[src/hw/rtl/cpts_pkg.sv]
// ----------------------------------------------------------------------------
// cpts_pkg: shared types and constants for the cyclic prefix timing search
// Buffer and sample sizes, register codes, controller and unit state types,
// command/status words and the CORDIC arctangent table.
// ----------------------------------------------------------------------------
package cpts_pkg;

  // Sizing
  localparam int BUFFER_DEPTH   = 16384;
  localparam int MAX_SYMBOL_LEN = 1024;
  localparam int SAMPLE_BITS    = 16;

  localparam int ADDR_W     = $clog2(BUFFER_DEPTH);
  localparam int OFF_W      = $clog2(MAX_SYMBOL_LEN);
  localparam int NOFF_W     = OFF_W + 1;
  localparam int IN_W       = 16;
  localparam int UL_W       = 10;
  localparam int GL_W       = 9;
  localparam int SC_W       = 4;
  localparam int BOUND_W    = 48;
  localparam int TS_W       = UL_W + 1;
  localparam int NEED_W     = 16;
  localparam int COUNT_W    = 15;
  localparam int ACC_W      = 48;
  localparam int MAG_W      = ACC_W;
  localparam int METRIC_W   = ACC_W + 1;
  localparam int RATIO_W    = 16;
  localparam int PHASE_W    = 16;
  localparam int ANG_W      = 18;
  localparam int MAG_CNT_W  = $clog2(MAG_W);
  localparam int STEP_W     = 4;
  localparam int RATIO_STEPS  = 16;
  localparam int CORDIC_STEPS = 15;
  localparam int CORDIC_IN_BITS = 30;
  localparam int QUARTER_TURN   = 16384;

  // Configuration port
  localparam int CFG_IDX_W  = 2;
  localparam int CFG_DATA_W = 48;

  localparam logic [CFG_IDX_W-1:0] REG_USEFUL_LEN   = 2'd0;
  localparam logic [CFG_IDX_W-1:0] REG_GUARD_LEN    = 2'd1;
  localparam logic [CFG_IDX_W-1:0] REG_SYMBOL_COUNT = 2'd2;
  localparam logic [CFG_IDX_W-1:0] REG_METRIC_BOUND = 2'd3;

  localparam logic [UL_W-1:0]    USEFUL_LEN_RST   = 10'd288;
  localparam logic [GL_W-1:0]    GUARD_LEN_RST    = 9'd32;
  localparam logic [SC_W-1:0]    SYMBOL_COUNT_RST = 4'd15;
  localparam logic [BOUND_W-1:0] METRIC_BOUND_RST = '1;

  // Controller states
  typedef enum logic [3:0] {
    ST_CAPTURE,
    ST_INIT,
    ST_OFF_START,
    ST_RUN,
    ST_DRAIN,
    ST_MAG,
    ST_METRIC,
    ST_CMP,
    ST_POST,
    ST_PWAIT,
    ST_OUT
  } ctrl_state_t;

  // Magnitude unit phases
  typedef enum logic [1:0] {
    MAG_IDLE,
    MAG_SQ,
    MAG_ROOT
  } mag_phase_t;

  // Ratio / phase unit phases
  typedef enum logic [2:0] {
    P_IDLE,
    P_RATIO,
    P_SHIFT,
    P_QUAD,
    P_ROT,
    P_DONE
  } post_phase_t;

  // Register values seen by the datapath
  typedef struct packed {
    logic [UL_W-1:0]    useful_len;
    logic [BOUND_W-1:0] metric_bound;
  } cpts_cfg_t;

  // Commands from the controller
  typedef struct packed {
    logic              wr_en;
    logic [ADDR_W-1:0] wr_addr;
    logic              rd_en;
    logic [ADDR_W-1:0] rd_addr;
    logic              acc_clear;
    logic              mag_start;
    logic              best_init;
    logic              metric_load;
    logic              best_update;
    logic              first;
    logic [OFF_W-1:0]  offset;
    logic              post_start;
    logic              res_load;
  } cpts_cmd_t;

  // Status back to the controller
  typedef struct packed {
    logic corr_busy;
    logic mag_done;
    logic post_done;
    logic out_free;
  } cpts_stat_t;

  // atan(2^-i) in units of pi/32768, rounded
  function automatic logic [ANG_W-1:0] atan_unit(input logic [STEP_W-1:0] i);
    logic [ANG_W-1:0] r;
    case (i)
      4'd0:    r = 18'd8192;
      4'd1:    r = 18'd4836;
      4'd2:    r = 18'd2555;
      4'd3:    r = 18'd1297;
      4'd4:    r = 18'd651;
      4'd5:    r = 18'd326;
      4'd6:    r = 18'd163;
      4'd7:    r = 18'd81;
      4'd8:    r = 18'd41;
      4'd9:    r = 18'd20;
      4'd10:   r = 18'd10;
      4'd11:   r = 18'd5;
      4'd12:   r = 18'd3;
      4'd13:   r = 18'd1;
      4'd14:   r = 18'd1;
      default: r = 18'd0;
    endcase
    return r;
  endfunction

endpackage

[src/hw/rtl/cpts_mag.sv]
// ----------------------------------------------------------------------------
// cpts_mag: complex magnitude unit
// floor(sqrt(re^2 + im^2)): squares from six half-width partial products,
// then a digit-by-digit square root, one result bit per cycle.
// ----------------------------------------------------------------------------
module cpts_mag (
  input  logic                               clk,
  input  logic                               rst,
  input  logic                               start,
  input  logic signed [cpts_pkg::ACC_W-1:0]  re,
  input  logic signed [cpts_pkg::ACC_W-1:0]  im,
  output logic        [cpts_pkg::MAG_W-1:0]  mag,
  output logic                               done
);

  localparam int W     = cpts_pkg::ACC_W;
  localparam int H     = W / 2;
  localparam int RAD_W = 2 * W;
  localparam int REM_W = cpts_pkg::MAG_W + 2;
  localparam int RS_W  = REM_W + 2;

  cpts_pkg::mag_phase_t phase;

  logic [W-1:0] mag_a, mag_b, src;
  logic [H-1:0] op1, op2;
  logic [RAD_W-1:0] prod_sh, prod_next, rad;
  logic pv;
  logic [cpts_pkg::MAG_CNT_W-1:0] cnt;
  logic [REM_W-1:0] rem;
  logic [RS_W-1:0] rem_s, trial;
  logic ge;

  // Partial product selection: lo*lo, hi*lo doubled, hi*hi
  always_comb begin
    src = (cnt < 3) ? mag_a : mag_b;
    op1 = src[W-1:H];
    op2 = src[H-1:0];
    prod_next = '0;
    case (cnt)
      cpts_pkg::MAG_CNT_W'(0), cpts_pkg::MAG_CNT_W'(3):
        prod_next = RAD_W'(src[H-1:0] * src[H-1:0]);
      cpts_pkg::MAG_CNT_W'(1), cpts_pkg::MAG_CNT_W'(4):
        prod_next = RAD_W'(op1 * op2) << (H + 1);
      cpts_pkg::MAG_CNT_W'(2), cpts_pkg::MAG_CNT_W'(5):
        prod_next = RAD_W'(op1 * op1) << W;
      default:    prod_next = '0;
    endcase
  end

  // Root step
  assign rem_s = {rem, rad[RAD_W-1 -: 2]};
  assign trial = RS_W'({mag, 2'b01});
  assign ge    = rem_s >= trial;

  always_ff @(posedge clk) begin
    if (rst) begin
      phase <= cpts_pkg::MAG_IDLE;
      done  <= 1'b0;
      pv    <= 1'b0;
      cnt   <= '0;
    end else begin
      done <= 1'b0;
      case (phase)
        cpts_pkg::MAG_IDLE: begin
          if (start) begin
            mag_a <= re[W-1] ? W'(-re) : W'(re);
            mag_b <= im[W-1] ? W'(-im) : W'(im);
            rad   <= '0;
            cnt   <= '0;
            pv    <= 1'b0;
            phase <= cpts_pkg::MAG_SQ;
          end
        end
        cpts_pkg::MAG_SQ: begin
          if (pv) begin
            rad <= rad + prod_sh;
          end
          if (cnt < 6) begin
            prod_sh <= prod_next;
            pv      <= 1'b1;
            cnt     <= cnt + 1'b1;
          end else begin
            pv    <= 1'b0;
            cnt   <= '0;
            rem   <= '0;
            mag   <= '0;
            phase <= cpts_pkg::MAG_ROOT;
          end
        end
        cpts_pkg::MAG_ROOT: begin
          rem <= ge ? REM_W'(rem_s - trial) : REM_W'(rem_s);
          mag <= {mag[cpts_pkg::MAG_W-2:0], ge};
          rad <= rad << 2;
          cnt <= cnt + 1'b1;
          if (cnt == cpts_pkg::MAG_CNT_W'(cpts_pkg::MAG_W - 1)) begin
            done  <= 1'b1;
            phase <= cpts_pkg::MAG_IDLE;
          end
        end
        default: phase <= cpts_pkg::MAG_IDLE;
      endcase
    end
  end

endmodule

[config.mk]
export PLATFORM = sky130hd
export DESIGN_NAME = cpts_mag
export DESIGN_NICKNAME = d
export VERILOG_FILES = /design/src/hw/rtl/cpts_pkg.sv /design/src/hw/rtl/cpts_mag.sv
export SDC_FILE = /design/constraint.sdc
export NUM_CORES = 2
export LEC_CHECK = 0
export ABC_AREA = 1
export ABC_CLOCK_PERIOD_IN_PS = 11200
export BUFFER_PORTS_ARGS = -buffer_cell sky130_fd_sc_hd__buf_2
export CORE_ASPECT_RATIO = 1.5
export CORE_MARGIN = 1
export CORE_UTILIZATION = 30
export DETAILED_ROUTE_END_ITERATION = 16
export PLACE_DENSITY_LB_ADDON = 0.12
export SLEW_MARGIN = 15
export SYNTH_ARGS = -nofsm -noshare
export SYNTH_HDL_FRONTEND = slang
export SYNTH_SLANG_ARGS = --single-unit
[constraint.sdc]
create_clock -name clk -period 11.2 [get_ports clk]
set_input_delay 1.68 -clock clk [delete_from_list [all_inputs] [get_ports clk]]
set_output_delay 1.68 -clock clk [all_outputs]
set_load 0.01 [all_outputs]
# Yosys cells after proc, flatten, opt, wreduce, memory -nomap -nowiden
# Index checks and enable logic that the tools add are counted.
[totals] register_bits=396 latch_bits=0 ram_bits=0 mem_bits_ro=0 wordCells=76 mem_count=0
[op_classes] n_addsub=5 mul=3 div=0 magnitude_cmp=3 n_eq_ne=12 n_shift=0 n_mux=23 n_bitwise=2 n_reduce_logical=16
[ops] operator="$pmux W96 S3" count=2
[ops] operator="$mux W96" count=2
[ops] operator="$mul A24 B24 Y48" count=3
[ops] operator="$mux W50" count=2
[ops] operator="$pmux W50 S2" count=1
[ops] operator="$add A96 B96 Y96" count=1
[ops] operator="$mux W48" count=2
[ops] operator="$neg A48 Y48" count=2
[ops] operator="$pmux W48 S2" count=1
[ops] operator="$mux W47" count=2
[ops] operator="$ge A52 B50 Y1" count=1
[ops] operator="$sub A50 B50 Y50" count=1
[ops] operator="$pmux W6 S3" count=1
[ops] operator="$eq A6 B2 Y1 const B" count=2
[ops] operator="$eq A6 B3 Y1 const B" count=2
[ops] operator="$mux W6" count=2
[ops] operator="$reduce_and A3 Y1" count=4
[ops] operator="$ne A2 B2 Y1 const B" count=4
[ops] operator="$reduce_or A2 Y1" count=4
[ops] operator="$add A6 B1 Y6 const B" count=1
[ops] operator="$eq A6 B1 Y1 const B" count=1
[ops] operator="$eq A6 B6 Y1 const B" count=1
[ops] operator="$logic_not A6 Y1" count=1
[ops] operator="$lt A6 B2 Y1 const B" count=1
[ops] operator="13 further kinds" count=20

# Depth between registers and ports, before layout
[logic_depth] ltp_word=4 ltp_mapped=40

# Least setup slack after synthesis
# Ideal clock, no wire load.
[synth_timing] path_kind="input-to-reg" start="input port rst" end="register mag[0] (netlist bit), enable pin" arrival_time_ps=8364 required_time_ps=10526 path_slack_ps=2162 path_stages=1 cell_sequence="nor3_1"
[synth_via] elab_chain_cells=2
[synth_lines] item="from (decl)" line_no="cpts_mag.sv:8" source="input logic rst,"
[synth_lines] item="$not A1 Y1 (no line)"
[synth_lines] item="$reduce_and A3 Y1 (no line)"
[synth_lines] item="to (signal assigned)" line_no="cpts_mag.sv:92" source="mag <= {mag[cpts_pkg::MAG_W-2:0], ge};"
[synth_lines] item="to (decl)" line_no="cpts_mag.sv:12" source="output logic [cpts_pkg::MAG_W-1:0] mag,"
# No other way between the ends.
# A chain may end at the register's enable or synchronous reset.

# Final worst setup path
[layout_timing] start="register cnt[0] (netlist bit)" end="register prod_sh[70] (data pin)"
[layout_via] elab_chain_cells=4 elab_cells_between_ends=14 classes_between="2 x mul; 1 x order compare; 5 x eq/ne; 2 x mux; 4 x reduce/logical"
[layout_lines] item="from (decl)" line_no="cpts_mag.sv:28" source="logic [cpts_pkg::MAG_CNT_W-1:0] cnt;"
[layout_lines] item="from (signal assigned)" line_no="cpts_mag.sv:81" source="cnt <= cnt + 1'b1;"
[layout_lines] item="from (signal assigned)" line_no="cpts_mag.sv:94" source="cnt <= cnt + 1'b1;"
[layout_lines] item="$lt A6 B2 Y1" line_no="cpts_mag.sv:35" source="src = (cnt < 3) ? mag_a : mag_b;"
[layout_lines] item="$mux W48" line_no="cpts_mag.sv:35"
[layout_lines] item="$mul A24 B24 Y48, on equally long branches" line_no="cpts_mag.sv:45, cpts_mag.sv:43"
[layout_lines] item="$pmux W96 S3 *" line_no="cpts_mag.sv:39" source="case (cnt)"
[layout_lines] item="net prod_next[70]" line_no="cpts_mag.sv:26" source="logic [RAD_W-1:0] prod_sh, prod_next, rad;"
[layout_lines] item="to (signal assigned)" line_no="cpts_mag.sv:79" source="prod_sh <= prod_next;"
[layout_lines] item="to (decl)" line_no="cpts_mag.sv:26"
# Mark *: on every way through the listed nets, which the timed path passes. The rest lies on a longest branch.

==> flow_summary_export.csv <==
group,metric,value,unit
clock_tree,clk_pin_slew,0.06,ns
timing,min_period,9.54,ns
routing,vias,73000,
critical_path,crit_slowest_cell,"o21ai_4",
floorplan,chipWidth,436,microns
critical_path,worstSetupEndpointType,"flop",
floorplan,initial_core_util,30.2,%
floorplan,die_h,653,microns
floorplan,io_pins,148,
synthesis,yosysWarningCount,0,
layout,drive_gt1_share,5.31,%
critical_path,arrival,9.97,ns
critical_path,start_kind,"flop",
synthesis,yosysSeqAreaShare,13.9,%
synthesis,synth.distinct_cells,56,
synthesis,yosysTopAreaCell,"fa_1",
floorplan,num_rows,238,
global_route,track_usage,24.2,%
timing,final.setup.tns,0,ns
global_route,grt_pass1_wl,509000,microns
place,dp_hpwl,284000,microns
timing,hold_viol,0,
timing,rsz0062_at_grt,"no",
place,gp_congestion,0.979,
routing,drc,0,
global_route,antenna_found_initial,11,
clock_tree,cts.repair.resized,0,
global_route,grtUsageMet1,25.1,%
clock_tree,cts_buffers,52,
clock_tree,cts-root-buf,"clkbuf_16",
synthesis,async_flop_share,0,%
critical_path,critical_path.max_stage_delay,0.95,ns
routing,drt-total-wl,343000,microns
synthesis,synth_top_area_share,31.3,%
synthesis,synth.most_common_cell,"nand2_1",
routing,drt.antenna.violating_nets,0,
global_route,use_met2,46.8,%
clock_tree,post_cts_buffers,0,
global_route,grt_max_degree,75,
timing,relSlewSlack,18.5,%
synthesis,synth.cell_area,0.0849,sq mm
routing,via_per_inst,4.75,
synthesis,synth_edf_count,385,
timing,slew_viol_final,0,
timing,worst_slew_pin_slew,1.22,ns
critical_path,cp_max_fo,57,
clock_tree,cts_tree,"done",
synthesis,synth-seq-cells,395,
place,io_buffers,147,
synthesis,synth_flop_cell,"edfxtp_1",
routing,wl_per_cell,22.3,microns
critical_path,critPathRequiredTime,11.63,ns
timing,finalSetupViolations,0,
timing,fin_skew,0.0676,ns
layout,fillers,30600,
synthesis,synthTopCellsByArea,"fa_1, edfxtp_1, nand2_1",
global_route,grt.overflow.total,0,
run,drv_cap,0,
clock_tree,clock_path_buffers,3,
floorplan,core,0.281,sq mm
timing,layout_worst_path_cycle_share,85.2,%
clock_tree,clock_latency,0.76,ns
critical_path,crit_type,"flop to flop",
synthesis,synth_nets,13700,
synthesis,ys_top_cells_by_count,"nand2_1, inv_1, nor2_1",
global_route,grt_pass1_vias,79800,
hold_path,hp-class,"flop to flop",
global_route,grt_use_met3,2.28,%
layout,fin_util,32.7,%
global_route,busiest_layer,"met2",
timing,fmax,0.105,GHz
synthesis,synthCells,11600,
floorplan,fp.dieArea,0.285,sq mm
timing,whs,0.481,ns
synthesis,avgSynthCellArea,7.33,sq um
clock_tree,clkSinkCount,395,
clock_tree,postCtsHoldBufs,0,
routing,drtPass1Iterations,6,
routing,drt-initial-drc-count,3839,
layout,layout.nets,13700,
layout,area_growth,8.06,%
clock_tree,ctsHtreeMaxLevel,2,
outcome,outcome,"completed",
## sequential cells by signal, indices dropped and copies added (netlist names), 2 cells and up
name	cells
cnt	6
mag	48
mag_a	48
mag_b	48
phase	2
prod_sh	95
rad	96
rem	50
## critical path, delay by kind of cell, from the launching register on
kind            cells  cell delay (ns)
compound gates      2             1.17
simple gates       10             1.79
flops               1             0.35
buf+inv            10             1.92
fa+ha+maj           9             3.95
## stage by stage
stage	setup slack, ns	std cells	cell area (sq um)
after floorplan	2.16	11600	84900
after global placement	1.59	15300	89900
after detailed placement	1.69	15300	89900
after CTS	1.67	15400	91700
after global routing	1.22	15400	91700
final	1.66	15400	91700
## metal layers
layer | vias up | part of all wire [%]
met5 | - | 0.0038
met4 | 2 | 7.1
met3 | 682 | 3.6
met2 | 1885 | 54
met1 | 36000 | 36
li1 | 34400 | -
## cell type report
class                      count  area, sq um  area share [%]
clock inverter                39          409           0.446
inverter                    2930        11000            12.0
antenna                       10         25.0          0.0273
clock buffer                  58         1320            1.44
sequential                   395        11800            12.8
multi-input combinational   7969        60900            66.5
tap                         3720         4650            5.08
timing repair buffer         257         1570            1.72
## cells in the final DEF (no fill, tap or decap), types with 8 or more instances in the layout
master        n
a21boi_0      8
a21o_1       12
a21oi_1     399
buf_2       147
buf_4       109
clkbuf_16    52
clkinv_1     10
clkinv_2      8
dfxtp_1      10
diode_2      10
edfxtp_1    385
fa_1       1327
ha_1        664
inv_1      2822
inv_2       106
nand2_1    2902
nand2_2       8
nand3_1     345
nand3b_1     27
nand4_1      78
nor2_1     1412
nor2_2       72
nor2_4        8
nor3_1       73
nor4_1       25
o21a_1       16
o21ai_0     303
o21ai_1       9
o21ai_2      23
o21ai_4      23
o21bai_1     22
or2_2        23
xnor2_1      55
xor2_1       79
## final timing paths
check	start	end	slack [ns]	cells after the start
hold reg to reg	cnt[5]$_SDFFE_PP0P_	cnt[5]$_SDFFE_PP0P_	0.48	2
setup / recovery	cnt[0]$_SDFFE_PP0P_	prod_sh[70]$_DFFE_PP_	1.66	31
hold / removal	cnt[5]$_SDFFE_PP0P_	cnt[5]$_SDFFE_PP0P_	0.48	2
setup reg to reg	cnt[0]$_SDFFE_PP0P_	prod_sh[70]$_DFFE_PP_	1.66	31
## logic make-up (layout without fill, tap and decap cells)
family                   Yosys count  after routing  synth area share (%)
other                              0             10                     0
AO/OA/AOI/OAI                    843            843                  5.49
adder cells (fa/ha/maj)         1992           1992                  41.1
AND/OR/NAND/NOR                 5000           5000                  23.6
XOR/XNOR                         134            134                  1.38
buffers and inverters           3205           3284                  14.5
flip-flops                       395            395                  13.9
Power is not shown: default switching activity piles up to over one toggle a cycle in this logic, so the estimate is an artifact.
