`config.mk`:
```
export PLATFORM = sky130hd
export DESIGN_NAME = cpts_eval
export DESIGN_NICKNAME = d
export VERILOG_FILES = /design/src/hw/rtl/cpts_pkg.sv /design/src/hw/rtl/cpts_eval.sv
export SDC_FILE = /design/constraint.sdc
export NUM_CORES = 2
export LEC_CHECK = 0
export BUFFER_PORTS_ARGS = -buffer_cell sky130_fd_sc_hd__buf_2
export CAP_MARGIN = 25
export CORE_MARGIN = 2
export CORE_UTILIZATION = 40
export CTS_BUF_LIST = sky130_fd_sc_hd__clkbuf_16
export CTS_CLUSTER_SIZE = 25
export DETAILED_ROUTE_END_ITERATION = 10
export GPL_ROUTABILITY_DRIVEN = 0
export SETUP_SLACK_MARGIN = 0.5
export SYNTH_ARGS = -nofsm -noshare
export SYNTH_HDL_FRONTEND = slang
export SYNTH_SLANG_ARGS = --single-unit
```
`constraint.sdc`:
```
create_clock -name clk -period 11.5 [get_ports clk]
set_clock_uncertainty 0.05 [all_clocks]
set_input_delay 1.15 -clock clk [delete_from_list [all_inputs] [get_ports clk]]
set_output_delay 1.15 -clock clk [all_outputs]
set_load 0.01 [all_outputs]
```
`src/hw/rtl/cpts_pkg.sv`:
```
// ----------------------------------------------------------------------------
// cpts_pkg: shared types and constants for the cyclic prefix timing search
// Buffer and sample sizes, register codes, controller and unit state types,
// command/status words and the CORDIC arctangent table.
// ----------------------------------------------------------------------------
package cpts_pkg;

  // Sizing
  localparam int BUFFER_DEPTH   = 16384;
  localparam int MAX_SYMBOL_LEN = 1024;
  localparam int SAMPLE_BITS    = 16;

  localparam int ADDR_W     = $clog2(BUFFER_DEPTH);
  localparam int OFF_W      = $clog2(MAX_SYMBOL_LEN);
  localparam int NOFF_W     = OFF_W + 1;
  localparam int IN_W       = 16;
  localparam int UL_W       = 10;
  localparam int GL_W       = 9;
  localparam int SC_W       = 4;
  localparam int BOUND_W    = 48;
  localparam int TS_W       = UL_W + 1;
  localparam int NEED_W     = 16;
  localparam int COUNT_W    = 15;
  localparam int ACC_W      = 48;
  localparam int MAG_W      = ACC_W;
  localparam int METRIC_W   = ACC_W + 1;
  localparam int RATIO_W    = 16;
  localparam int PHASE_W    = 16;
  localparam int ANG_W      = 18;
  localparam int MAG_CNT_W  = $clog2(MAG_W);
  localparam int STEP_W     = 4;
  localparam int RATIO_STEPS  = 16;
  localparam int CORDIC_STEPS = 15;
  localparam int CORDIC_IN_BITS = 30;
  localparam int QUARTER_TURN   = 16384;

  // Configuration port
  localparam int CFG_IDX_W  = 2;
  localparam int CFG_DATA_W = 48;

  localparam logic [CFG_IDX_W-1:0] REG_USEFUL_LEN   = 2'd0;
  localparam logic [CFG_IDX_W-1:0] REG_GUARD_LEN    = 2'd1;
  localparam logic [CFG_IDX_W-1:0] REG_SYMBOL_COUNT = 2'd2;
  localparam logic [CFG_IDX_W-1:0] REG_METRIC_BOUND = 2'd3;

  localparam logic [UL_W-1:0]    USEFUL_LEN_RST   = 10'd288;
  localparam logic [GL_W-1:0]    GUARD_LEN_RST    = 9'd32;
  localparam logic [SC_W-1:0]    SYMBOL_COUNT_RST = 4'd15;
  localparam logic [BOUND_W-1:0] METRIC_BOUND_RST = '1;

  // Controller states
  typedef enum logic [3:0] {
    ST_CAPTURE,
    ST_INIT,
    ST_OFF_START,
    ST_RUN,
    ST_DRAIN,
    ST_MAG,
    ST_METRIC,
    ST_CMP,
    ST_POST,
    ST_PWAIT,
    ST_OUT
  } ctrl_state_t;

  // Magnitude unit phases
  typedef enum logic [1:0] {
    MAG_IDLE,
    MAG_SQ,
    MAG_ROOT
  } mag_phase_t;

  // Ratio / phase unit phases
  typedef enum logic [2:0] {
    P_IDLE,
    P_RATIO,
    P_SHIFT,
    P_QUAD,
    P_ROT,
    P_DONE
  } post_phase_t;

  // Register values seen by the datapath
  typedef struct packed {
    logic [UL_W-1:0]    useful_len;
    logic [BOUND_W-1:0] metric_bound;
  } cpts_cfg_t;

  // Commands from the controller
  typedef struct packed {
    logic              wr_en;
    logic [ADDR_W-1:0] wr_addr;
    logic              rd_en;
    logic [ADDR_W-1:0] rd_addr;
    logic              acc_clear;
    logic              mag_start;
    logic              best_init;
    logic              metric_load;
    logic              best_update;
    logic              first;
    logic [OFF_W-1:0]  offset;
    logic              post_start;
    logic              res_load;
  } cpts_cmd_t;

  // Status back to the controller
  typedef struct packed {
    logic corr_busy;
    logic mag_done;
    logic post_done;
    logic out_free;
  } cpts_stat_t;

  // atan(2^-i) in units of pi/32768, rounded
  function automatic logic [ANG_W-1:0] atan_unit(input logic [STEP_W-1:0] i);
    logic [ANG_W-1:0] r;
    case (i)
      4'd0:    r = 18'd8192;
      4'd1:    r = 18'd4836;
      4'd2:    r = 18'd2555;
      4'd3:    r = 18'd1297;
      4'd4:    r = 18'd651;
      4'd5:    r = 18'd326;
      4'd6:    r = 18'd163;
      4'd7:    r = 18'd81;
      4'd8:    r = 18'd41;
      4'd9:    r = 18'd20;
      4'd10:   r = 18'd10;
      4'd11:   r = 18'd5;
      4'd12:   r = 18'd3;
      4'd13:   r = 18'd1;
      4'd14:   r = 18'd1;
      default: r = 18'd0;
    endcase
    return r;
  endfunction

endpackage

```
`src/hw/rtl/cpts_eval.sv`:
```
// ----------------------------------------------------------------------------
// cpts_eval: metric, best offset tracking and result formatting
// Timing metric |E - 2M|, first-minimum tracking against the bound,
// iterative Q0.16 ratio, CORDIC phase and the result word register.
// ----------------------------------------------------------------------------
module cpts_eval (
  input  logic                                  clk,
  input  logic                                  rst,
  input  cpts_pkg::cpts_cmd_t                   cmd,
  input  cpts_pkg::cpts_cfg_t                   cfg,
  input  logic signed [cpts_pkg::ACC_W-1:0]     acc_re,
  input  logic signed [cpts_pkg::ACC_W-1:0]     acc_im,
  input  logic        [cpts_pkg::ACC_W-1:0]     acc_en,
  input  logic        [cpts_pkg::MAG_W-1:0]     mag,
  input  logic                                  out_stall,
  output logic                                  post_done,
  output logic                                  out_free,
  output logic                                  out_valid,
  output logic [cpts_pkg::OFF_W-1:0]            best_offset,
  output logic [cpts_pkg::RATIO_W-1:0]          corr_ratio,
  output logic signed [cpts_pkg::PHASE_W-1:0]   corr_phase
);

  localparam int W  = cpts_pkg::ACC_W;
  localparam int DW = W + 2;

  cpts_pkg::post_phase_t phase;

  logic [cpts_pkg::METRIC_W-1:0] metric, best_metric;
  logic [cpts_pkg::OFF_W-1:0]    best_index;
  logic signed [W-1:0]           b_re, b_im;
  logic [W-1:0]                  b_en;
  logic [cpts_pkg::MAG_W-1:0]    b_mag;

  logic [DW-1:0] dif, dif_abs;
  logic [DW-1:0] rt;
  logic [W-1:0]  ua, ub;

  logic [W-1:0]                  rm;
  logic [cpts_pkg::RATIO_W-1:0]  q;
  logic signed [W-1:0]           x, y, dx, dy;
  logic [W-1:0]                  mx;
  logic signed [cpts_pkg::ANG_W-1:0] ang, atan_s;
  logic [cpts_pkg::STEP_W-1:0]   pc;

  // Metric |E - 2M|
  assign dif     = {2'b00, acc_en} - {1'b0, mag, 1'b0};
  assign dif_abs = dif[DW-1] ? -dif : dif;

  always_ff @(posedge clk) begin
    if (cmd.metric_load) begin
      metric <= dif_abs[cpts_pkg::METRIC_W-1:0];
    end
  end

  // Best offset tracking
  always_ff @(posedge clk) begin
    if (rst || cmd.best_init) begin
      best_metric <= {1'b0, cfg.metric_bound};
      best_index  <= '0;
      b_re  <= '0;
      b_im  <= '0;
      b_en  <= '0;
      b_mag <= '0;
    end else if (cmd.best_update) begin
      if (cmd.first) begin
        b_re  <= acc_re;
        b_im  <= acc_im;
        b_en  <= acc_en;
        b_mag <= mag;
      end
      if (metric < best_metric) begin
        best_metric <= metric;
        best_index  <= cmd.offset;
        b_re  <= acc_re;
        b_im  <= acc_im;
        b_en  <= acc_en;
        b_mag <= mag;
      end
    end
  end

  // Ratio and CORDIC helpers
  assign ua     = b_re[W-1] ? W'(-b_re) : W'(b_re);
  assign ub     = b_im[W-1] ? W'(-b_im) : W'(b_im);
  assign rt     = {1'b0, rm, 1'b0} - {2'b00, b_en};
  assign dx     = y >>> pc;
  assign dy     = x >>> pc;
  assign atan_s = signed'(cpts_pkg::atan_unit(pc));

  assign post_done = (phase == cpts_pkg::P_DONE);

  always_ff @(posedge clk) begin
    if (rst) begin
      phase <= cpts_pkg::P_IDLE;
      pc    <= '0;
    end else begin
      case (phase)
        cpts_pkg::P_IDLE: begin
          if (cmd.post_start) begin
            rm  <= b_mag;
            q   <= '0;
            pc  <= '0;
            x   <= b_re;
            y   <= b_im;
            mx  <= (ua > ub) ? ua : ub;
            ang <= '0;
            if (b_en == '0) begin
              phase <= cpts_pkg::P_SHIFT;
            end else if (b_mag >= b_en) begin
              q     <= '1;
              phase <= cpts_pkg::P_SHIFT;
            end else begin
              phase <= cpts_pkg::P_RATIO;
            end
          end
        end
        // One quotient bit per cycle
        cpts_pkg::P_RATIO: begin
          if (!rt[DW-1]) begin
            rm <= rt[W-1:0];
            q  <= {q[cpts_pkg::RATIO_W-2:0], 1'b1};
          end else begin
            rm <= {rm[W-2:0], 1'b0};
            q  <= {q[cpts_pkg::RATIO_W-2:0], 1'b0};
          end
          pc <= pc + 1'b1;
          if (pc == cpts_pkg::STEP_W'(cpts_pkg::RATIO_STEPS - 1)) begin
            pc    <= '0;
            phase <= cpts_pkg::P_SHIFT;
          end
        end
        // Scale down until both parts fit the CORDIC range
        cpts_pkg::P_SHIFT: begin
          if (mx == '0) begin
            phase <= cpts_pkg::P_DONE;
          end else if (|mx[W-1:cpts_pkg::CORDIC_IN_BITS]) begin
            x  <= x >>> 1;
            y  <= y >>> 1;
            mx <= mx >> 1;
          end else begin
            phase <= cpts_pkg::P_QUAD;
          end
        end
        // Fold left half plane by a quarter turn
        cpts_pkg::P_QUAD: begin
          if (x[W-1]) begin
            if (!y[W-1]) begin
              x   <= y;
              y   <= -x;
              ang <= cpts_pkg::ANG_W'(cpts_pkg::QUARTER_TURN);
            end else begin
              x   <= -y;
              y   <= x;
              ang <= -cpts_pkg::ANG_W'(cpts_pkg::QUARTER_TURN);
            end
          end
          pc    <= '0;
          phase <= cpts_pkg::P_ROT;
        end
        // Vectoring rotations, early exit on zero residue
        cpts_pkg::P_ROT: begin
          if (y == '0) begin
            phase <= cpts_pkg::P_DONE;
          end else begin
            if (!y[W-1]) begin
              x   <= x + dx;
              y   <= y - dy;
              ang <= ang + atan_s;
            end else begin
              x   <= x - dx;
              y   <= y + dy;
              ang <= ang - atan_s;
            end
            pc <= pc + 1'b1;
            if (pc == cpts_pkg::STEP_W'(cpts_pkg::CORDIC_STEPS - 1)) begin
              phase <= cpts_pkg::P_DONE;
            end
          end
        end
        cpts_pkg::P_DONE: begin
          phase <= cpts_pkg::P_IDLE;
        end
        default: phase <= cpts_pkg::P_IDLE;
      endcase
    end
  end

  // Result word register
  assign out_free = !out_valid || !out_stall;

  always_ff @(posedge clk) begin
    if (rst) begin
      out_valid <= 1'b0;
    end else if (cmd.res_load) begin
      out_valid <= 1'b1;
    end else if (!out_stall) begin
      out_valid <= 1'b0;
    end
  end

  always_ff @(posedge clk) begin
    if (cmd.res_load) begin
      best_offset <= best_index;
      corr_ratio  <= q;
      corr_phase  <= ang[cpts_pkg::PHASE_W-1:0];
    end
  end

endmodule

```
=== After elaboration in Yosys (flattened, before gate mapping) ===
Memories as Yosys holds them, arrays and structs flattened. A register that Yosys moved wholly into a read port is not among the register bits.
Index checks and enable logic that the tools add are counted.

* Bits of input ports: 301
* Bits in registers: 576
* Word-level logic and storage cells: 154
* ROM bits: 224
* Memories: 1
* Output and inout port bits: 45

* Magnitude comparators: 3
* Multiplexer cells: 66
* Bitwise gates (word level): 2
* Shift-type cells: 2
* Reduce and logical (&&, ||, !) cells: 28
* Equality and inequality tests: 16
* Add/sub/neg operators: 14

{| class="wikitable"
|+ Memories
! name !! words !! bits a word !! rd ports !! clocked after Yosys merged registers in !! write ports !! RTL line !! RTL
|-
| (no name shown) || 16 || 14 || 1 || 1 || 0 || cpts_pkg.sv:117 || <nowiki>case (i)</nowiki>
|}

{| class="wikitable"
|+ Operators with widths
! operator !! number
|-
| $mux 48 || 29
|-
| $pmux 48 s4 || 2
|-
| $neg 48->48 || 4
|-
| $pmux 48 s2 || 2
|-
| $mux 47 || 4
|-
| $logic_not 48->1 || 3
|-
| $add 48x48->48 || 2
|-
| $sshr 48x4->48 || 2
|-
| $sub 48x48->48 || 2
|-
| $mux 18 || 5
|-
| $pmux 18 s3 || 1
|-
| $sub 48x49->50 || 1
|-
| $sub 49x48->50 || 1
|-
| $lt 49x49->1 || 1
|-
| $mux 49 || 1
|-
| $neg 49->49 || 1
|-
| $ge 48x48->1 || 1
|-
| $gt 48x48->1 || 1
|-
| $mux 16 || 3
|-
| $pmux 16 s2 || 1
|-
| $mux 4 || 5
|-
| $add 18x18->18 || 1
|-
| $mux 3 || 6
|-
| $reduce_or 18->1 || 1
|-
| 25 further kinds || 51
|}

=== Depth between registers and ports, before layout ===
* Word-level depth: 6
* Mapped depth: 29
* Depth with buffers taken out: 23

=== Worst setup path after synthesis ===
Ideal clock, no wire load.

* Path type: input to register
* Start point: input port rst
* End point: register q[0] (netlist name), enable pin
* Stages: 2
* Path slack: 3.336 ns
* Setup time: 0.644 ns
* Arrival: 7.470 ns
* Required time: 10.806 ns
* Cell sequence: clkbuf_1 nor4_1

* Cells in the longest elaborated chain, start to end: 2

{| class="wikitable"
|+ RTL lines
! element !! RTL line !! RTL
|-
| start: declaration || cpts_eval.sv:8 || <nowiki>input logic rst,</nowiki>
|-
| $not 1->1 (no line) || -- ||
|-
| $reduce_and 3->1 (no line) || -- ||
|-
| end signal: assignment || cpts_eval.sv:122 || <nowiki>q <= {q[cpts_pkg::RATIO_W-2:0], 1'b1};</nowiki>
|-
| end signal: assignment || cpts_eval.sv:125 || <nowiki>q <= {q[cpts_pkg::RATIO_W-2:0], 1'b0};</nowiki>
|-
| end: declaration || cpts_eval.sv:40 || <nowiki>logic [cpts_pkg::RATIO_W-1:0] q;</nowiki>
|}

Every way passes these cells.
A chain may end at the register's enable or synchronous reset.

=== Worst setup path after layout ===
* Start point: register pc[2] (netlist name)
* End point: register y[43] (data pin)

* Cells in the longest elaborated chain, start to end: 5
* Elaborated cells on any way between the ends: 6

{| class="wikitable"
|+ RTL lines
! element !! RTL line !! RTL
|-
| start: declaration || cpts_eval.sv:44 || <nowiki>logic [cpts_pkg::STEP_W-1:0] pc;</nowiki>
|-
| start signal: assignment || cpts_eval.sv:127 || <nowiki>pc <= pc + 1'b1;</nowiki>
|-
| start signal: assignment || cpts_eval.sv:175 || <nowiki>pc <= pc + 1'b1;</nowiki>
|-
| $sshr 48x4->48 (*) || cpts_eval.sv:88 || <nowiki>assign dy = x >>> pc;</nowiki>
|-
| $sub 48x48->48 / $add 48x48->48 (equally long branches) || cpts_eval.sv:168, cpts_eval.sv:172 ||
|-
| $mux 48 (*) || cpts_eval.sv:166 || <nowiki>if (!y[W-1]) begin</nowiki>
|-
| $mux 48 (*) || cpts_eval.sv:163 || <nowiki>if (y == '0) begin</nowiki>
|-
| $pmux 48 s4 (*) || cpts_eval.sv:98 || <nowiki>case (phase)</nowiki>
|-
| end signal: assignment || cpts_eval.sv:105 || <nowiki>y <= b_im;</nowiki>
|-
| end signal: assignment || cpts_eval.sv:168 || <nowiki>y <= y - dy;</nowiki>
|-
| end signal: assignment || cpts_eval.sv:172 || <nowiki>y <= y + dy;</nowiki>
|-
| end: declaration || cpts_eval.sv:41 || <nowiki>logic signed [W-1:0] x, y, dx, dy;</nowiki>
|}

Mark *: on every way between the ends. The rest lies on a longest branch, timed or not. The select of a mux whose other input is x is not followed.

==> flow_summary.json <==
{
  "hpwl_um": 134000,
  "finalHoldViolations": 0,
  "ys_seq_area_share_pct": 29.6,
  "gr-usage-all-layers_pct": 26.2,
  "crit_arrival_ps": 8060,
  "syn_nets": 6798,
  "min_path_type": "reg2reg",
  "ys_ff_latch": 588,
  "clock_latency_ps": 720,
  "final_max_slew_viol_count": 0,
  "postCtsHoldBufs": 0,
  "grt_max_degree": 117,
  "yosysWarnings": 0,
  "drt_iter0_drc": 4815,
  "ys_types": 107,
  "synthTopCellsByArea": "edfxtp_1, ha_1, dfxtp_1",
  "synth-edff-count": 363,
  "hold_path_end": "best_offset[2]",
  "multi_input_area_um2": 34100,
  "hp-start": "best_index[2]",
  "die_area_um2": 133000,
  "grt_overflow": 0,
  "port_buffers": 303,
  "worst-setup-path-type": "reg2reg",
  "r2r_cells": 22,
  "r2r_setup_slack_ps": 3820,
  "placed_area_um2": 54800,
  "vias_per_cell": 6.03,
  "htreeDepth": 3,
  "core.rowCount": 132,
  "relSlewSlack_pct": 26.7,
  "synthesis.area_um2": 52100,
  "ir_drop_mv": 0.156,
  "die_x_um": 365,
  "drc": 0,
  "fin_util_pct": 44.3,
  "status": "complete, no violations",
  "cts_sinks": 588,
  "reg2reg_to": "y[43]",
  "root_buffer": "clkbuf_16",
  "max_freq_mhz": 130,
  "ys.flop_type": "edfxtp_1",
  "p_per_area_nw_per_um2": 254,
  "num-fill-cells": 12816,
  "cts_made_buffers": 76,
  "avgSynthCellArea_um2": 8.51,
  "first_pass_iters": 9,
  "post-route-min-period_ps": 7680,
  "final_nets": 6841,
  "syn_to_final_growth_pct": 9.94,
  "die_y_um": 365,
  "initial_core_util_pct": 40.3,
  "postCtsResizedCells": 0,
  "yosys.area.top_type": "edfxtp_1",
  "drt-total-wl_um": 178000,
  "antenna_found_initial": 16,
  "cts_tree": "done",
  "core_um2": 129000,
  "vias": 48105,
  "required_ps": 11870,
  "layout.area.seq_um2": 15400,
  "synth_top_area_share_pct": 20.9,
  "grt_pass1_vias": 46236,
  "clockBufferDepth": 3,
  "leakagePower_uw": 0.0226,
  "setup_viol": 0,
  "fin_crit_sh_pct": 66.8,
  "start_kind": "flop",
  "critPathMaxFanout": 48,
  "min_path_cells": 0,
  "maxCapViolCount": 0,
  "async_flop_share_pct": 0,
  "clk_pin_slew_worst_paths_ps": 60,
  "netlist_instances": 6117,
  "grt_setup_unrepaired": "false",
  "cts_setup_buffers": 0,
  "reg2reg_from": "pc[2]",
  "critPathCaptureType": "flop",
  "wire_per_inst_um": 22.4,
  "pin_count": 346,
  "ant_nets": 0,
  "tightest_slew_ps": 1080,
  "grt_pass1_wl_um": 271000,
  "setup_tns_ps": 0,
  "stdcell_area_um2": 57200,
  "drive_gt1_share_pct": 12.1
}
==> critical path, cell delays in order (launching register included) <==
cell	delay (ps)
dfxtp_4	700
buf_4	600
mux4_2	420
mux2_2	300
a222oi_1	480
ha_1	280
nand2_1	100
or2_2	340
nor4_4	450
a41oi_1	220
xor2_1	200
ha_1	400
and4_1	240
and2_1	170
nor2b_1	250
inv_1	60
a2111oi_0	840
nor4bb_1	320
o31a_1	410
o21ai_0	190
a21oi_1	110
xor2_1	130
o21ai_0	80
==> synthesized netlist by cell type, drive strengths merged (41+ instances only) <==
cell,count
nand2,677
o21ai,497
a21oi,409
ha,375
edfxtp,363
nor2,357
clkbuf,320
xnor2,310
nand3,276
inv,249
dfxtp,225
a21o,198
nor3,159
xor2,158
mux4,111
o31ai,104
mux2i,90
buf,89
a211oi,76
nand4,70
nor3b,68
a31oi,65
nor4,62
mux2,52
nand2b,52
nor2b,52
or3,48
and3,47
o21a,44
and2,43
a222oi,41
==> final cells by class <==
| type | instances | area share, % |
|---|---|---|
| clock inverter | 60 | 0.809 |
| inverter | 250 | 1.64 |
| antenna | 9 | 0.0394 |
| clock buffer | 79 | 3.45 |
| tap | 1742 | 3.81 |
| sequential | 588 | 27.0 |
| timing repair buffer | 374 | 3.68 |
| multi-input combinational | 4870 | 59.6 |
==> routing by layer <==
metal | up-vias | routed length, um | GRT usage (%)
met2 | 1869 | 84400 | 44.0
met1 | 23030 | 70200 | 31.7
met4 | 6 | 10800 | 15.0
li1 | 22777 | - | -
met3 | 423 | 12800 | 4.35
met5 | - | 42 | 0
==> flip-flops by register name, summed over array words and instances (netlist names), 3 cells and up <==
name	cells
ang	16
atan_s	14
b_en	48
b_im	48
b_mag	48
b_re	48
best_index	10
best_metric	49
best_offset	10
corr_phase	16
corr_ratio	16
metric	49
mx	48
pc	4
phase	3
q	16
rm	48
x	48
y	48
==> worst max path at each step <==
stage / slack [ps] / startpoint / endpoint / cells after the start
floorplan: 3340 / rst / q[0] / 2
global placement: 4120 / pc[2] / y[43] / 22
detailed placement: 4030 / pc[2] / y[47] / 22
CTS: 3980 / pc[2] / y[43] / 22
global route: 3410 / pc[2] / y[47] / 22
finish: 3820 / pc[2] / y[43] / 22
==> layout by cell type, fill, tap and decap left out, drive strengths merged, types with 225 or more instances in the layout <==
| cell type | n |
|---|---|
| a21oi | 409 |
| buf | 374 |
| dfxtp | 225 |
| edfxtp | 363 |
| ha | 375 |
| inv | 278 |
| nand2 | 677 |
| nand3 | 276 |
| nor2 | 357 |
| o21ai | 497 |
| xnor2 | 310 |
==> cell families after synthesis <==
logic type                 Yosys count  share of synthesized area (%)
DFF                                588                           29.6
buffers and inverters              659                           5.06
AOI/OAI and AO/OA                 1739                           21.4
xor gates and xnor gates           468                           7.87
adders and majority gates          380                           9.20
and+or+nand+nor                   2030                           19.1
muxes                              253                           7.73
==> per-stage QoR <==
stage / setup WS (ps) / std cells / total power (uW) / hold WS, ps
2_1_floorplan: 3340 / 6117 / 9900 / 350
3_3_place_gp: 4120 / 7820 / 11900 / 359
3_5_place_dp: 4030 / 7823 / 12000 / 365
4_1_cts: 3980 / 7962 / 14400 / 378
5_1_grt: 3410 / 7970 / 15600 / 393
6_report: 3820 / 7972 / 14500 / 378
==> power by group <==
part | switching [uW] | internal [uW]
sequential | 696 | 2810
combinational | 5060 | 3600
clock | 1040 | 1320
total | 6800 | 7730
Note: power is estimated with default switching activity, not from simulation.
