===== config.mk =====
export PLATFORM = sky130hd
export DESIGN_NAME = cpts_ctrl
export DESIGN_NICKNAME = d
export VERILOG_FILES = /design/src/hw/rtl/cpts_pkg.sv /design/src/hw/rtl/cpts_ctrl.sv
export SDC_FILE = /design/constraint.sdc
export NUM_CORES = 1
export LEC_CHECK = 0
export BUFFER_PORTS_ARGS = -buffer_cell sky130_fd_sc_hd__buf_2
export CAP_MARGIN = 20
export CORE_UTILIZATION = 52
export DETAILED_ROUTE_END_ITERATION = 7
export PLACE_DENSITY = 0.77
export SETUP_SLACK_MARGIN = 0.2
export SLEW_MARGIN = 10
export SYNTH_ARGS = -nofsm -noshare
export SYNTH_HDL_FRONTEND = slang
export SYNTH_SLANG_ARGS = --single-unit

===== constraint.sdc =====
create_clock -name clk -period 6.2 [get_ports clk]
set_input_delay 0.62 -clock clk [delete_from_list [all_inputs] [get_ports clk]]
set_output_delay 0.62 -clock clk [all_outputs]
set_load 0.01 [all_outputs]

===== src/hw/rtl/cpts_pkg.sv =====
// ----------------------------------------------------------------------------
// cpts_pkg: shared types and constants for the cyclic prefix timing search
// Buffer and sample sizes, register codes, controller and unit state types,
// command/status words and the CORDIC arctangent table.
// ----------------------------------------------------------------------------
package cpts_pkg;

  // Sizing
  localparam int BUFFER_DEPTH   = 16384;
  localparam int MAX_SYMBOL_LEN = 1024;
  localparam int SAMPLE_BITS    = 16;

  localparam int ADDR_W     = $clog2(BUFFER_DEPTH);
  localparam int OFF_W      = $clog2(MAX_SYMBOL_LEN);
  localparam int NOFF_W     = OFF_W + 1;
  localparam int IN_W       = 16;
  localparam int UL_W       = 10;
  localparam int GL_W       = 9;
  localparam int SC_W       = 4;
  localparam int BOUND_W    = 48;
  localparam int TS_W       = UL_W + 1;
  localparam int NEED_W     = 16;
  localparam int COUNT_W    = 15;
  localparam int ACC_W      = 48;
  localparam int MAG_W      = ACC_W;
  localparam int METRIC_W   = ACC_W + 1;
  localparam int RATIO_W    = 16;
  localparam int PHASE_W    = 16;
  localparam int ANG_W      = 18;
  localparam int MAG_CNT_W  = $clog2(MAG_W);
  localparam int STEP_W     = 4;
  localparam int RATIO_STEPS  = 16;
  localparam int CORDIC_STEPS = 15;
  localparam int CORDIC_IN_BITS = 30;
  localparam int QUARTER_TURN   = 16384;

  // Configuration port
  localparam int CFG_IDX_W  = 2;
  localparam int CFG_DATA_W = 48;

  localparam logic [CFG_IDX_W-1:0] REG_USEFUL_LEN   = 2'd0;
  localparam logic [CFG_IDX_W-1:0] REG_GUARD_LEN    = 2'd1;
  localparam logic [CFG_IDX_W-1:0] REG_SYMBOL_COUNT = 2'd2;
  localparam logic [CFG_IDX_W-1:0] REG_METRIC_BOUND = 2'd3;

  localparam logic [UL_W-1:0]    USEFUL_LEN_RST   = 10'd288;
  localparam logic [GL_W-1:0]    GUARD_LEN_RST    = 9'd32;
  localparam logic [SC_W-1:0]    SYMBOL_COUNT_RST = 4'd15;
  localparam logic [BOUND_W-1:0] METRIC_BOUND_RST = '1;

  // Controller states
  typedef enum logic [3:0] {
    ST_CAPTURE,
    ST_INIT,
    ST_OFF_START,
    ST_RUN,
    ST_DRAIN,
    ST_MAG,
    ST_METRIC,
    ST_CMP,
    ST_POST,
    ST_PWAIT,
    ST_OUT
  } ctrl_state_t;

  // Magnitude unit phases
  typedef enum logic [1:0] {
    MAG_IDLE,
    MAG_SQ,
    MAG_ROOT
  } mag_phase_t;

  // Ratio / phase unit phases
  typedef enum logic [2:0] {
    P_IDLE,
    P_RATIO,
    P_SHIFT,
    P_QUAD,
    P_ROT,
    P_DONE
  } post_phase_t;

  // Register values seen by the datapath
  typedef struct packed {
    logic [UL_W-1:0]    useful_len;
    logic [BOUND_W-1:0] metric_bound;
  } cpts_cfg_t;

  // Commands from the controller
  typedef struct packed {
    logic              wr_en;
    logic [ADDR_W-1:0] wr_addr;
    logic              rd_en;
    logic [ADDR_W-1:0] rd_addr;
    logic              acc_clear;
    logic              mag_start;
    logic              best_init;
    logic              metric_load;
    logic              best_update;
    logic              first;
    logic [OFF_W-1:0]  offset;
    logic              post_start;
    logic              res_load;
  } cpts_cmd_t;

  // Status back to the controller
  typedef struct packed {
    logic corr_busy;
    logic mag_done;
    logic post_done;
    logic out_free;
  } cpts_stat_t;

  // atan(2^-i) in units of pi/32768, rounded
  function automatic logic [ANG_W-1:0] atan_unit(input logic [STEP_W-1:0] i);
    logic [ANG_W-1:0] r;
    case (i)
      4'd0:    r = 18'd8192;
      4'd1:    r = 18'd4836;
      4'd2:    r = 18'd2555;
      4'd3:    r = 18'd1297;
      4'd4:    r = 18'd651;
      4'd5:    r = 18'd326;
      4'd6:    r = 18'd163;
      4'd7:    r = 18'd81;
      4'd8:    r = 18'd41;
      4'd9:    r = 18'd20;
      4'd10:   r = 18'd10;
      4'd11:   r = 18'd5;
      4'd12:   r = 18'd3;
      4'd13:   r = 18'd1;
      4'd14:   r = 18'd1;
      default: r = 18'd0;
    endcase
    return r;
  endfunction

endpackage


===== src/hw/rtl/cpts_ctrl.sv =====
// ----------------------------------------------------------------------------
// cpts_ctrl: capture and search sequencer
// Holds the configuration registers and capture count, walks offsets,
// symbols and guard terms, and steps the datapath units through each offset.
// ----------------------------------------------------------------------------
module cpts_ctrl (
  input  logic                             clk,
  input  logic                             rst,
  input  logic                             cfg_we,
  input  logic [cpts_pkg::CFG_IDX_W-1:0]   cfg_index,
  input  logic [cpts_pkg::CFG_DATA_W-1:0]  cfg_data,
  input  logic                             in_valid,
  output logic                             in_stall,
  input  cpts_pkg::cpts_stat_t             stat,
  output cpts_pkg::cpts_cmd_t              cmd,
  output cpts_pkg::cpts_cfg_t              cfg
);

  cpts_pkg::ctrl_state_t state, state_next;

  logic [cpts_pkg::UL_W-1:0]    useful_len;
  logic [cpts_pkg::GL_W-1:0]    guard_len;
  logic [cpts_pkg::SC_W-1:0]    symbol_count;
  logic [cpts_pkg::BOUND_W-1:0] metric_bound;

  logic [cpts_pkg::COUNT_W-1:0] count;
  logic [cpts_pkg::OFF_W-1:0]   m;
  logic [cpts_pkg::SC_W-1:0]    j;
  logic [cpts_pkg::GL_W-1:0]    k;
  logic [cpts_pkg::ADDR_W-1:0]  row;
  logic [cpts_pkg::ADDR_W-1:0]  addr;

  logic [cpts_pkg::TS_W-1:0]    ts;
  logic [cpts_pkg::SC_W:0]      sc_p1;
  logic [cpts_pkg::NEED_W-1:0]  need;
  logic [cpts_pkg::COUNT_W:0]   count_inc;
  logic [cpts_pkg::COUNT_W-1:0] count_wrap;
  logic                         cap_done;
  logic [15:0]                  ts_wide;
  logic [cpts_pkg::NOFF_W-1:0]  noff;
  logic [cpts_pkg::NOFF_W-1:0]  m_inc;
  logic [cpts_pkg::ADDR_W-1:0]  row_adv;
  logic                         k_last;
  logic                         j_last;
  logic                         no_terms;

  // Configuration registers
  always_ff @(posedge clk) begin
    if (rst) begin
      useful_len   <= cpts_pkg::USEFUL_LEN_RST;
      guard_len    <= cpts_pkg::GUARD_LEN_RST;
      symbol_count <= cpts_pkg::SYMBOL_COUNT_RST;
      metric_bound <= cpts_pkg::METRIC_BOUND_RST;
    end else if (cfg_we) begin
      case (cfg_index)
        cpts_pkg::REG_USEFUL_LEN:   useful_len   <= cfg_data[cpts_pkg::UL_W-1:0];
        cpts_pkg::REG_GUARD_LEN:    guard_len    <= cfg_data[cpts_pkg::GL_W-1:0];
        cpts_pkg::REG_SYMBOL_COUNT: symbol_count <= cfg_data[cpts_pkg::SC_W-1:0];
        cpts_pkg::REG_METRIC_BOUND: metric_bound <= cfg_data[cpts_pkg::BOUND_W-1:0];
        default: ;
      endcase
    end
  end

  assign cfg.useful_len   = useful_len;
  assign cfg.metric_bound = metric_bound;

  // Frame geometry
  assign ts         = cpts_pkg::TS_W'(useful_len) + cpts_pkg::TS_W'(guard_len);
  assign sc_p1      = {1'b0, symbol_count} + 1'b1;
  assign need       = cpts_pkg::NEED_W'(sc_p1) * cpts_pkg::NEED_W'(ts);
  assign count_inc  = {1'b0, count} + 1'b1;
  assign count_wrap = count_inc[cpts_pkg::COUNT_W-1:0];
  assign cap_done   = cpts_pkg::NEED_W'({1'b0, count_wrap}) >= need;
  assign ts_wide    = 16'(ts);
  assign noff       = (ts_wide < 16'(cpts_pkg::MAX_SYMBOL_LEN)) ?
                      cpts_pkg::NOFF_W'(ts) : cpts_pkg::NOFF_W'(cpts_pkg::MAX_SYMBOL_LEN);
  assign m_inc      = {1'b0, m} + 1'b1;
  assign row_adv    = row + cpts_pkg::ADDR_W'(ts);
  assign k_last     = (k == guard_len - 1'b1);
  assign j_last     = (j == symbol_count - 1'b1);
  assign no_terms   = (guard_len == '0) || (symbol_count == '0);

  assign in_stall = (state != cpts_pkg::ST_CAPTURE);

  // State register
  always_ff @(posedge clk) begin
    if (rst) begin
      state <= cpts_pkg::ST_CAPTURE;
    end else begin
      state <= state_next;
    end
  end

  // Counters
  always_ff @(posedge clk) begin
    if (rst) begin
      count <= '0;
      m     <= '0;
      j     <= '0;
      k     <= '0;
      row   <= '0;
      addr  <= '0;
    end else begin
      case (state)
        cpts_pkg::ST_CAPTURE: begin
          if (in_valid) begin
            count <= cap_done ? '0 : count_wrap;
          end
        end
        cpts_pkg::ST_INIT: begin
          m <= '0;
        end
        cpts_pkg::ST_OFF_START: begin
          j    <= '0;
          k    <= '0;
          row  <= cpts_pkg::ADDR_W'(m);
          addr <= cpts_pkg::ADDR_W'(m);
        end
        cpts_pkg::ST_RUN: begin
          if (k_last) begin
            k    <= '0;
            j    <= j + 1'b1;
            row  <= row_adv;
            addr <= row_adv;
          end else begin
            k    <= k + 1'b1;
            addr <= addr + 1'b1;
          end
        end
        cpts_pkg::ST_CMP: begin
          m <= m + 1'b1;
        end
        default: ;
      endcase
    end
  end

  // Next state and commands
  always_comb begin
    state_next  = state;
    cmd         = '0;
    cmd.wr_addr = count[cpts_pkg::ADDR_W-1:0];
    cmd.rd_addr = addr;
    cmd.offset  = m;
    cmd.first   = (m == '0);
    case (state)
      cpts_pkg::ST_CAPTURE: begin
        if (in_valid) begin
          cmd.wr_en = 1'b1;
          if (cap_done) begin
            state_next = cpts_pkg::ST_INIT;
          end
        end
      end
      cpts_pkg::ST_INIT: begin
        cmd.best_init = 1'b1;
        state_next = (noff == '0) ? cpts_pkg::ST_POST : cpts_pkg::ST_OFF_START;
      end
      cpts_pkg::ST_OFF_START: begin
        cmd.acc_clear = 1'b1;
        state_next = no_terms ? cpts_pkg::ST_DRAIN : cpts_pkg::ST_RUN;
      end
      cpts_pkg::ST_RUN: begin
        cmd.rd_en = 1'b1;
        if (k_last && j_last) begin
          state_next = cpts_pkg::ST_DRAIN;
        end
      end
      cpts_pkg::ST_DRAIN: begin
        if (!stat.corr_busy) begin
          cmd.mag_start = 1'b1;
          state_next = cpts_pkg::ST_MAG;
        end
      end
      cpts_pkg::ST_MAG: begin
        if (stat.mag_done) begin
          state_next = cpts_pkg::ST_METRIC;
        end
      end
      cpts_pkg::ST_METRIC: begin
        cmd.metric_load = 1'b1;
        state_next = cpts_pkg::ST_CMP;
      end
      cpts_pkg::ST_CMP: begin
        cmd.best_update = 1'b1;
        state_next = (m_inc == noff) ? cpts_pkg::ST_POST : cpts_pkg::ST_OFF_START;
      end
      cpts_pkg::ST_POST: begin
        cmd.post_start = 1'b1;
        state_next = cpts_pkg::ST_PWAIT;
      end
      cpts_pkg::ST_PWAIT: begin
        if (stat.post_done) begin
          state_next = cpts_pkg::ST_OUT;
        end
      end
      cpts_pkg::ST_OUT: begin
        if (stat.out_free) begin
          cmd.res_load = 1'b1;
          state_next = cpts_pkg::ST_CAPTURE;
        end
      end
      default: state_next = cpts_pkg::ST_CAPTURE;
    endcase
  end

endmodule


; Yosys cells after proc, flatten, opt, wreduce, memory -nomap -nowiden
; Cells that the tools add are included.
[classes]
mul = 1
addsub = 11
n_reduce_logical = 18
order_cmp = 2
eq_ne = 24
n_mux = 34
[op_table]
columns = cell, n
row1 = one-hot mux 14 bit (2 select lines), 2
row2 = one-hot mux 4 bit (11 select lines), 1
row3 = 2-to-1 mux 4 bit, 10
row4 = 2-to-1 mux 14 bit, 2
row5 = one-hot mux 10 bit (2 select lines), 1
row6 = one-hot mux 9 bit (2 select lines), 1
row7 = "equality test 4 x 3 -> 1 bit, second input constant", 4
row8 = >= comparator 15 x 16 -> 1 bit, 1
row9 = multiplier 5 x 11 -> 16 bit, 1
row10 = "inequality test 2 bit, second input constant", 8
row11 = "adder 15 x 1 -> 15 bit, second input constant", 1
row12 = 2-to-1 mux 15 bit, 1
row13 = "adder 14 x 1 -> 14 bit, second input constant", 1
row14 = adder 14 x 11 -> 14 bit, 1
row15 = "equality test 4 bit, second input constant", 3
row16 = 2-to-1 mux 1 bit, 12
row17 = AND reduction 2 bit, 6
row18 = "adder 10 x 1 -> 11 bit, second input constant", 1
row19 = adder 10 x 9 -> 11 bit, 1
row20 = equality test 11 bit, 1
row21 = zero test 11 bit, 1
row22 = "< comparator 11 bit, second input constant", 1
row23 = 2-to-1 mux 11 bit, 1
row24 = "adder 10 x 1 -> 10 bit, second input constant", 1
row25 = 23 further kinds, 27
[totals]
ff_bits = 141
wordCells = 101
out_inout_bits = 107
input_bits = 58

; Longest topological paths before layout
[depth]
depth_word = 6
ltp_mapped = 30
mapped_depth_nobuf = 29

; Worst setup path after synthesis
; No wires, ideal clock.
[synth_timing]
path_kind = reg-to-reg
from = reg useful_len[0] (netlist bit)
to = reg state[2]
period_less_slack_ns = 6.598
arrival_ns = 6.512
setup_slack_ns = -0.398
path_stages_with_launch = 29
path_cell_list = dfxtp_1 ha_1 fa_1 a21o_1 a2111oi_2 xor2_1 nor2_1 fa_1 fa_1 inv_1 fa_1 inv_1 ha_1 a21oi_1 o21ai_0 a21o_1 nor2_1 o21bai_1 a21oi_1 xor2_1 ha_1 o21a_1 o21ai_0 nand2b_1 o221ai_1 nor4_2 o211ai_4 a311o_1 a221oi_2
[synth_between]
elab_chain_cells = 5
[synth_lines]
columns = element, line_no
row1 = start: declaration, cpts_ctrl.sv:21  ; logic [cpts_pkg::UL_W-1:0] useful_len;
row2 = start signal: assignment, cpts_ctrl.sv:50  ; useful_len <= cpts_pkg::USEFUL_LEN_RST;
row3 = start signal: assignment, cpts_ctrl.sv:56  ; cpts_pkg::REG_USEFUL_LEN: useful_len <= cfg_data[cpts_pkg::UL_W-1:0];
row4 = adder 10 x 9 -> 11 bit, cpts_ctrl.sv:69  ; assign ts = cpts_pkg::TS_W'(useful_len) + cpts_pkg::TS_W'(guard_len);
row5 = multiplier 5 x 11 -> 16 bit, cpts_ctrl.sv:71  ; assign need = cpts_pkg::NEED_W'(sc_p1) * cpts_pkg::NEED_W'(ts);
row6 = >= comparator 15 x 16 -> 1 bit, cpts_ctrl.sv:74  ; assign cap_done = cpts_pkg::NEED_W'({1'b0, count_wrap}) >= need;
row7 = inequality test 2 bit (no line), -
row8 = AND reduction 7 bit (no line), -
row9 = end signal: assignment, cpts_ctrl.sv:89  ; state <= cpts_pkg::ST_CAPTURE;
row10 = end signal: assignment, cpts_ctrl.sv:91  ; state <= state_next;
row11 = end: declaration, cpts_ctrl.sv:19  ; cpts_pkg::ctrl_state_t state, state_next;
; No other way between the ends.
; A chain may end at the register's enable or synchronous reset.

; Final worst setup path
[layout_timing]
from = reg guard_len[0] (netlist bit)
to = reg state[2]
[layout_between]
elab_chain_cells = 5
elab_cells_between_ends = 13
cone_classes = 2 x add/sub / 1 x mul / 1 x order compare / 3 x eq/ne / 2 x mux / 4 x reduce/logical
[layout_lines]
columns = element, line_no
row1 = start: declaration, cpts_ctrl.sv:22  ; logic [cpts_pkg::GL_W-1:0] guard_len;
row2 = start signal: assignment, cpts_ctrl.sv:51  ; guard_len <= cpts_pkg::GUARD_LEN_RST;
row3 = start signal: assignment, cpts_ctrl.sv:57  ; cpts_pkg::REG_GUARD_LEN: guard_len <= cfg_data[cpts_pkg::GL_W-1:0];
row4 = adder 10 x 9 -> 11 bit / subtractor 9 x 1 -> 9 bit (equally long branches), "cpts_ctrl.sv:69, cpts_ctrl.sv:80"
row5 = multiplier 5 x 11 -> 16 bit / equality test 9 bit (equally long branches), "cpts_ctrl.sv:71, cpts_ctrl.sv:80"
row6 = >= comparator 15 x 16 -> 1 bit / logical AND 1 bit (equally long branches), "cpts_ctrl.sv:74, cpts_ctrl.sv:166"
row7 = inequality test 2 bit (no line), -
row8 = AND reduction 7 bit (no line), -
; Parallel ways exist; a longest one is shown, timed or not.

==> impl_metrics.tcl <==
set metrics [dict create \
    status "finished with violations" \
    failed_checks "negative setup slack" \
    tns_ps -264 \
    fin_crit_sh_pct 101 \
    track_usage_pct 27.8 \
    syn_nets 1460 \
    synth_most_common_cell "nand2_1" \
    drt-total-wl_um 27100 \
    fmax_mhz 159 \
    gp_congestion 0.943 \
    worst-path-buf-inv 5 \
    wl_per_cell_um 15.5 \
    numCtsBuffers 17 \
    drtIter0Drc 678 \
    power_density_nw_per_um2 259 \
    ys_seq_elements 141 \
    drv_cap 0 \
    cp_data_required_time_ps 6550 \
    final_nets 1637 \
    clk_pin_slew_worst_paths_ps 70 \
    synth_area_um2 10200 \
    synth-main-ff-cell "dfxtp_1" \
    dp.cells 1711 \
    tightestPinTransition_ps 1130 \
    synth.area.top_cells "dfxtp_1, ha_1, nand2_1" \
    numPortBuffers 164 \
    placed_area_um2 11500 \
    max-clock-path-buffers 2 \
    critPathMaxStageDelay_ps 540 \
    cp_top_family "adder cells" \
    netlist_instances 1304 \
    setup_violations 9 \
    cp-start-kind "flop" \
    crit_slowest_cell "fa_1" \
    ys_warn_count 0 \
    holdCritPathClass "input port to flop" \
    rsz0062_at_grt "true" \
    synth.avg_cell_area_um2 7.80 \
    r2r_start "guard_len[0]" \
    synth_top_area_share_pct 27.8 \
    ctsHoldBuffers 0 \
    ir_worst_vdd_mv 0.274 \
    slew_headroom_pct 24.8 \
    crit_path_end_kind "flop" \
    die_h_um 142 \
    htreeDepth 4 \
    setup_ws_ps -74.0 \
    synth_edf_count 0 \
    n_antenna_cell 0 \
    ys_async_sr_fraction_pct 0 \
    boundaryPins 165 \
    critPathKind "flop to flop" \
    fin_crit_ps 6270 \
    fin_skew_ps 11.8 \
    fin_area_um2 12300 \
    first_pass_iters 8 \
    antenna_found_initial 0 \
    root_buffer "clkbuf_16" \
    final_cells 1754 \
    via_count 9858 \
    synth_cell_type_count 72 \
    finalHoldViolations 0 \
    yosys-top-cells-count "nand2_1, nor2_1, dfxtp_1, a21oi_1, inv_1" \
    hpwl_um 19600 \
    grt_pass1_vias 9388 \
    die_x_um 142 \
    dp_slack_ps -391 \
    maxSlewViolCount 0 \
    clkSinkCount 141 \
    area_growth_pct 21.3 \
    tritoncts "built" \
    crit_path_max_fanout 5 \
    grt_first_pass_wirelength_um 45100 \
    drive_gt1_share_pct 21.6 \
    coreArea_um2 19000 \
    num_rows 50 \
    p_total_mw 3.19 \
    ys_seq_area_share_pct 27.8 \
    die_area_um2 20100 \
    p_leak_nw 5.65 \
    via_per_inst 5.62 \
    grt_start_max_net_pins 86 \
    grt-ovfl-total 0 \
    ant_nets 0 \
    hp-start "cfg_data[11]" \
    arrival_ps 6620 \
    synth_top_area_cell "dfxtp_1" \
    crit_start "guard_len[0]" \
    drcViolationCount 0 \
    crit_top_cell "fa_1" \
    clkLatencyLatePin_ps 430 \
    start_util_pct 53.7 \
]
## state kept, by name (all words and copies together), names as in the netlist
register / cells
addr: 14
count: 15
guard_len: 9
j: 4
k: 9
m: 10
metric_bound: 48
row: 14
state: 4
symbol_count: 4
useful_len: 10
## worst min-delay path, cell delays in order
cell and delay (ps):
buf_2 70, nand2_1 40, nand3b_1 60
## per-stage QoR
step / util, % / hold slack [ps]
floorplan: - / 436
detailed placement: 60.9 / 451
CTS: 64.9 / 381
finish: 65.1 / 393
global route: 65.1 / 395
global placement: 60.9 / 443
## final timing paths
path                            to  cells after the start  slack [ps]
setup / recovery          state[2]                     29         -70
hold / removal    metric_bound[11]                      3         390
setup reg to reg          state[2]                     29         -70
hold reg to reg   metric_bound[37]                      2         460
## final cells by class
class | count | area [um^2]
Timing Repair Buffer | 233 | 1380
Inverter | 76 | 285
Clock buffer | 18 | 429
Multi-Input combinational cell | 1012 | 6940
Tap cell | 260 | 325
Clock inverter | 14 | 154
Sequential cell | 141 | 2830
Fill cell | 1617 | 6620
## cell families (layout without fill, tap and decap cells)
| logic type | Yosys count | count (layout) | synth area share [%] |
|---|---|---|---|
| buf+inv | 152 | 341 | 6.16 |
| compound gates | 245 | 245 | 15.8 |
| fa+ha+maj | 98 | 98 | 14.2 |
| flops | 141 | 141 | 27.8 |
| simple gates | 574 | 575 | 27.5 |
| xor+xnor | 77 | 77 | 6.84 |
| mux | 17 | 17 | 1.67 |
## per-layer routing
metal / routed length [um] / global-route usage (%)
met3: 1930 / 5.47
met1: 11900 / 36.0
met4: 588 / 10.7
met5: 0 / 0
met2: 12700 / 45.5
## power breakdown
part | switching (mW) | total, mW | internal, mW | leakage, nW
logic | 0.638 | 1.09 | 0.457 | 4.23
clock network | 0.453 | 1.02 | 0.569 | 0.273
registers | 0.0892 | 1.07 | 0.984 | 1.15
total | 1.18 | 3.19 | 2.01 | 5.65
## cells in the final DEF, fill, tap and decap left out, types with 5 or more instances in the layout
| cell | synthesis | routed |
|---|---|---|
| dfxtp_1 | 141 | 139 |
| a31oi_1 | 13 | 13 |
| a211oi_1 | 7 | 6 |
| a22oi_1 | 10 | 9 |
| clkbuf_16 | 0 | 17 |
| a21o_1 | 14 | 14 |
| buf_2 | 3 | 163 |
| ha_4 | 0 | 5 |
| and3_1 | 22 | 22 |
| o21ai_0 | 53 | 48 |
| inv_1 | 72 | 68 |
| a21oi_1 | 74 | 69 |
| fa_1 | 29 | 27 |
| nand3b_1 | 63 | 63 |
| a21oi_2 | 0 | 5 |
| nor2_2 | 0 | 5 |
| xor2_1 | 33 | 31 |
| nand2_1 | 186 | 185 |
| o21bai_1 | 5 | 5 |
| mux2i_1 | 17 | 17 |
| nand3_1 | 35 | 35 |
| a311oi_1 | 10 | 10 |
| nand2b_1 | 13 | 13 |
| a211o_1 | 9 | 9 |
| nor2b_1 | 14 | 14 |
| nor2_1 | 162 | 156 |
| or2_2 | 5 | 5 |
| ha_1 | 69 | 64 |
| o211ai_1 | 6 | 6 |
| xnor2_1 | 42 | 42 |
| nor4_1 | 6 | 6 |
| nand4_1 | 6 | 6 |
| or3_1 | 6 | 6 |
| o21a_1 | 5 | 5 |
| buf_4 | 14 | 66 |
| and2_1 | 6 | 6 |
| o21ai_1 | 2 | 5 |
| nor3b_1 | 10 | 9 |
| nor3_1 | 24 | 23 |
## timing repair
item | CTS | global route
pin swaps | 35 | 8
setup buffers | 8 | 1
setup endpoints to repair | 18 | 18
gates resized for setup | 21 | 11
cloned | 2 | 0
Power figures use the tool's default switching activity.
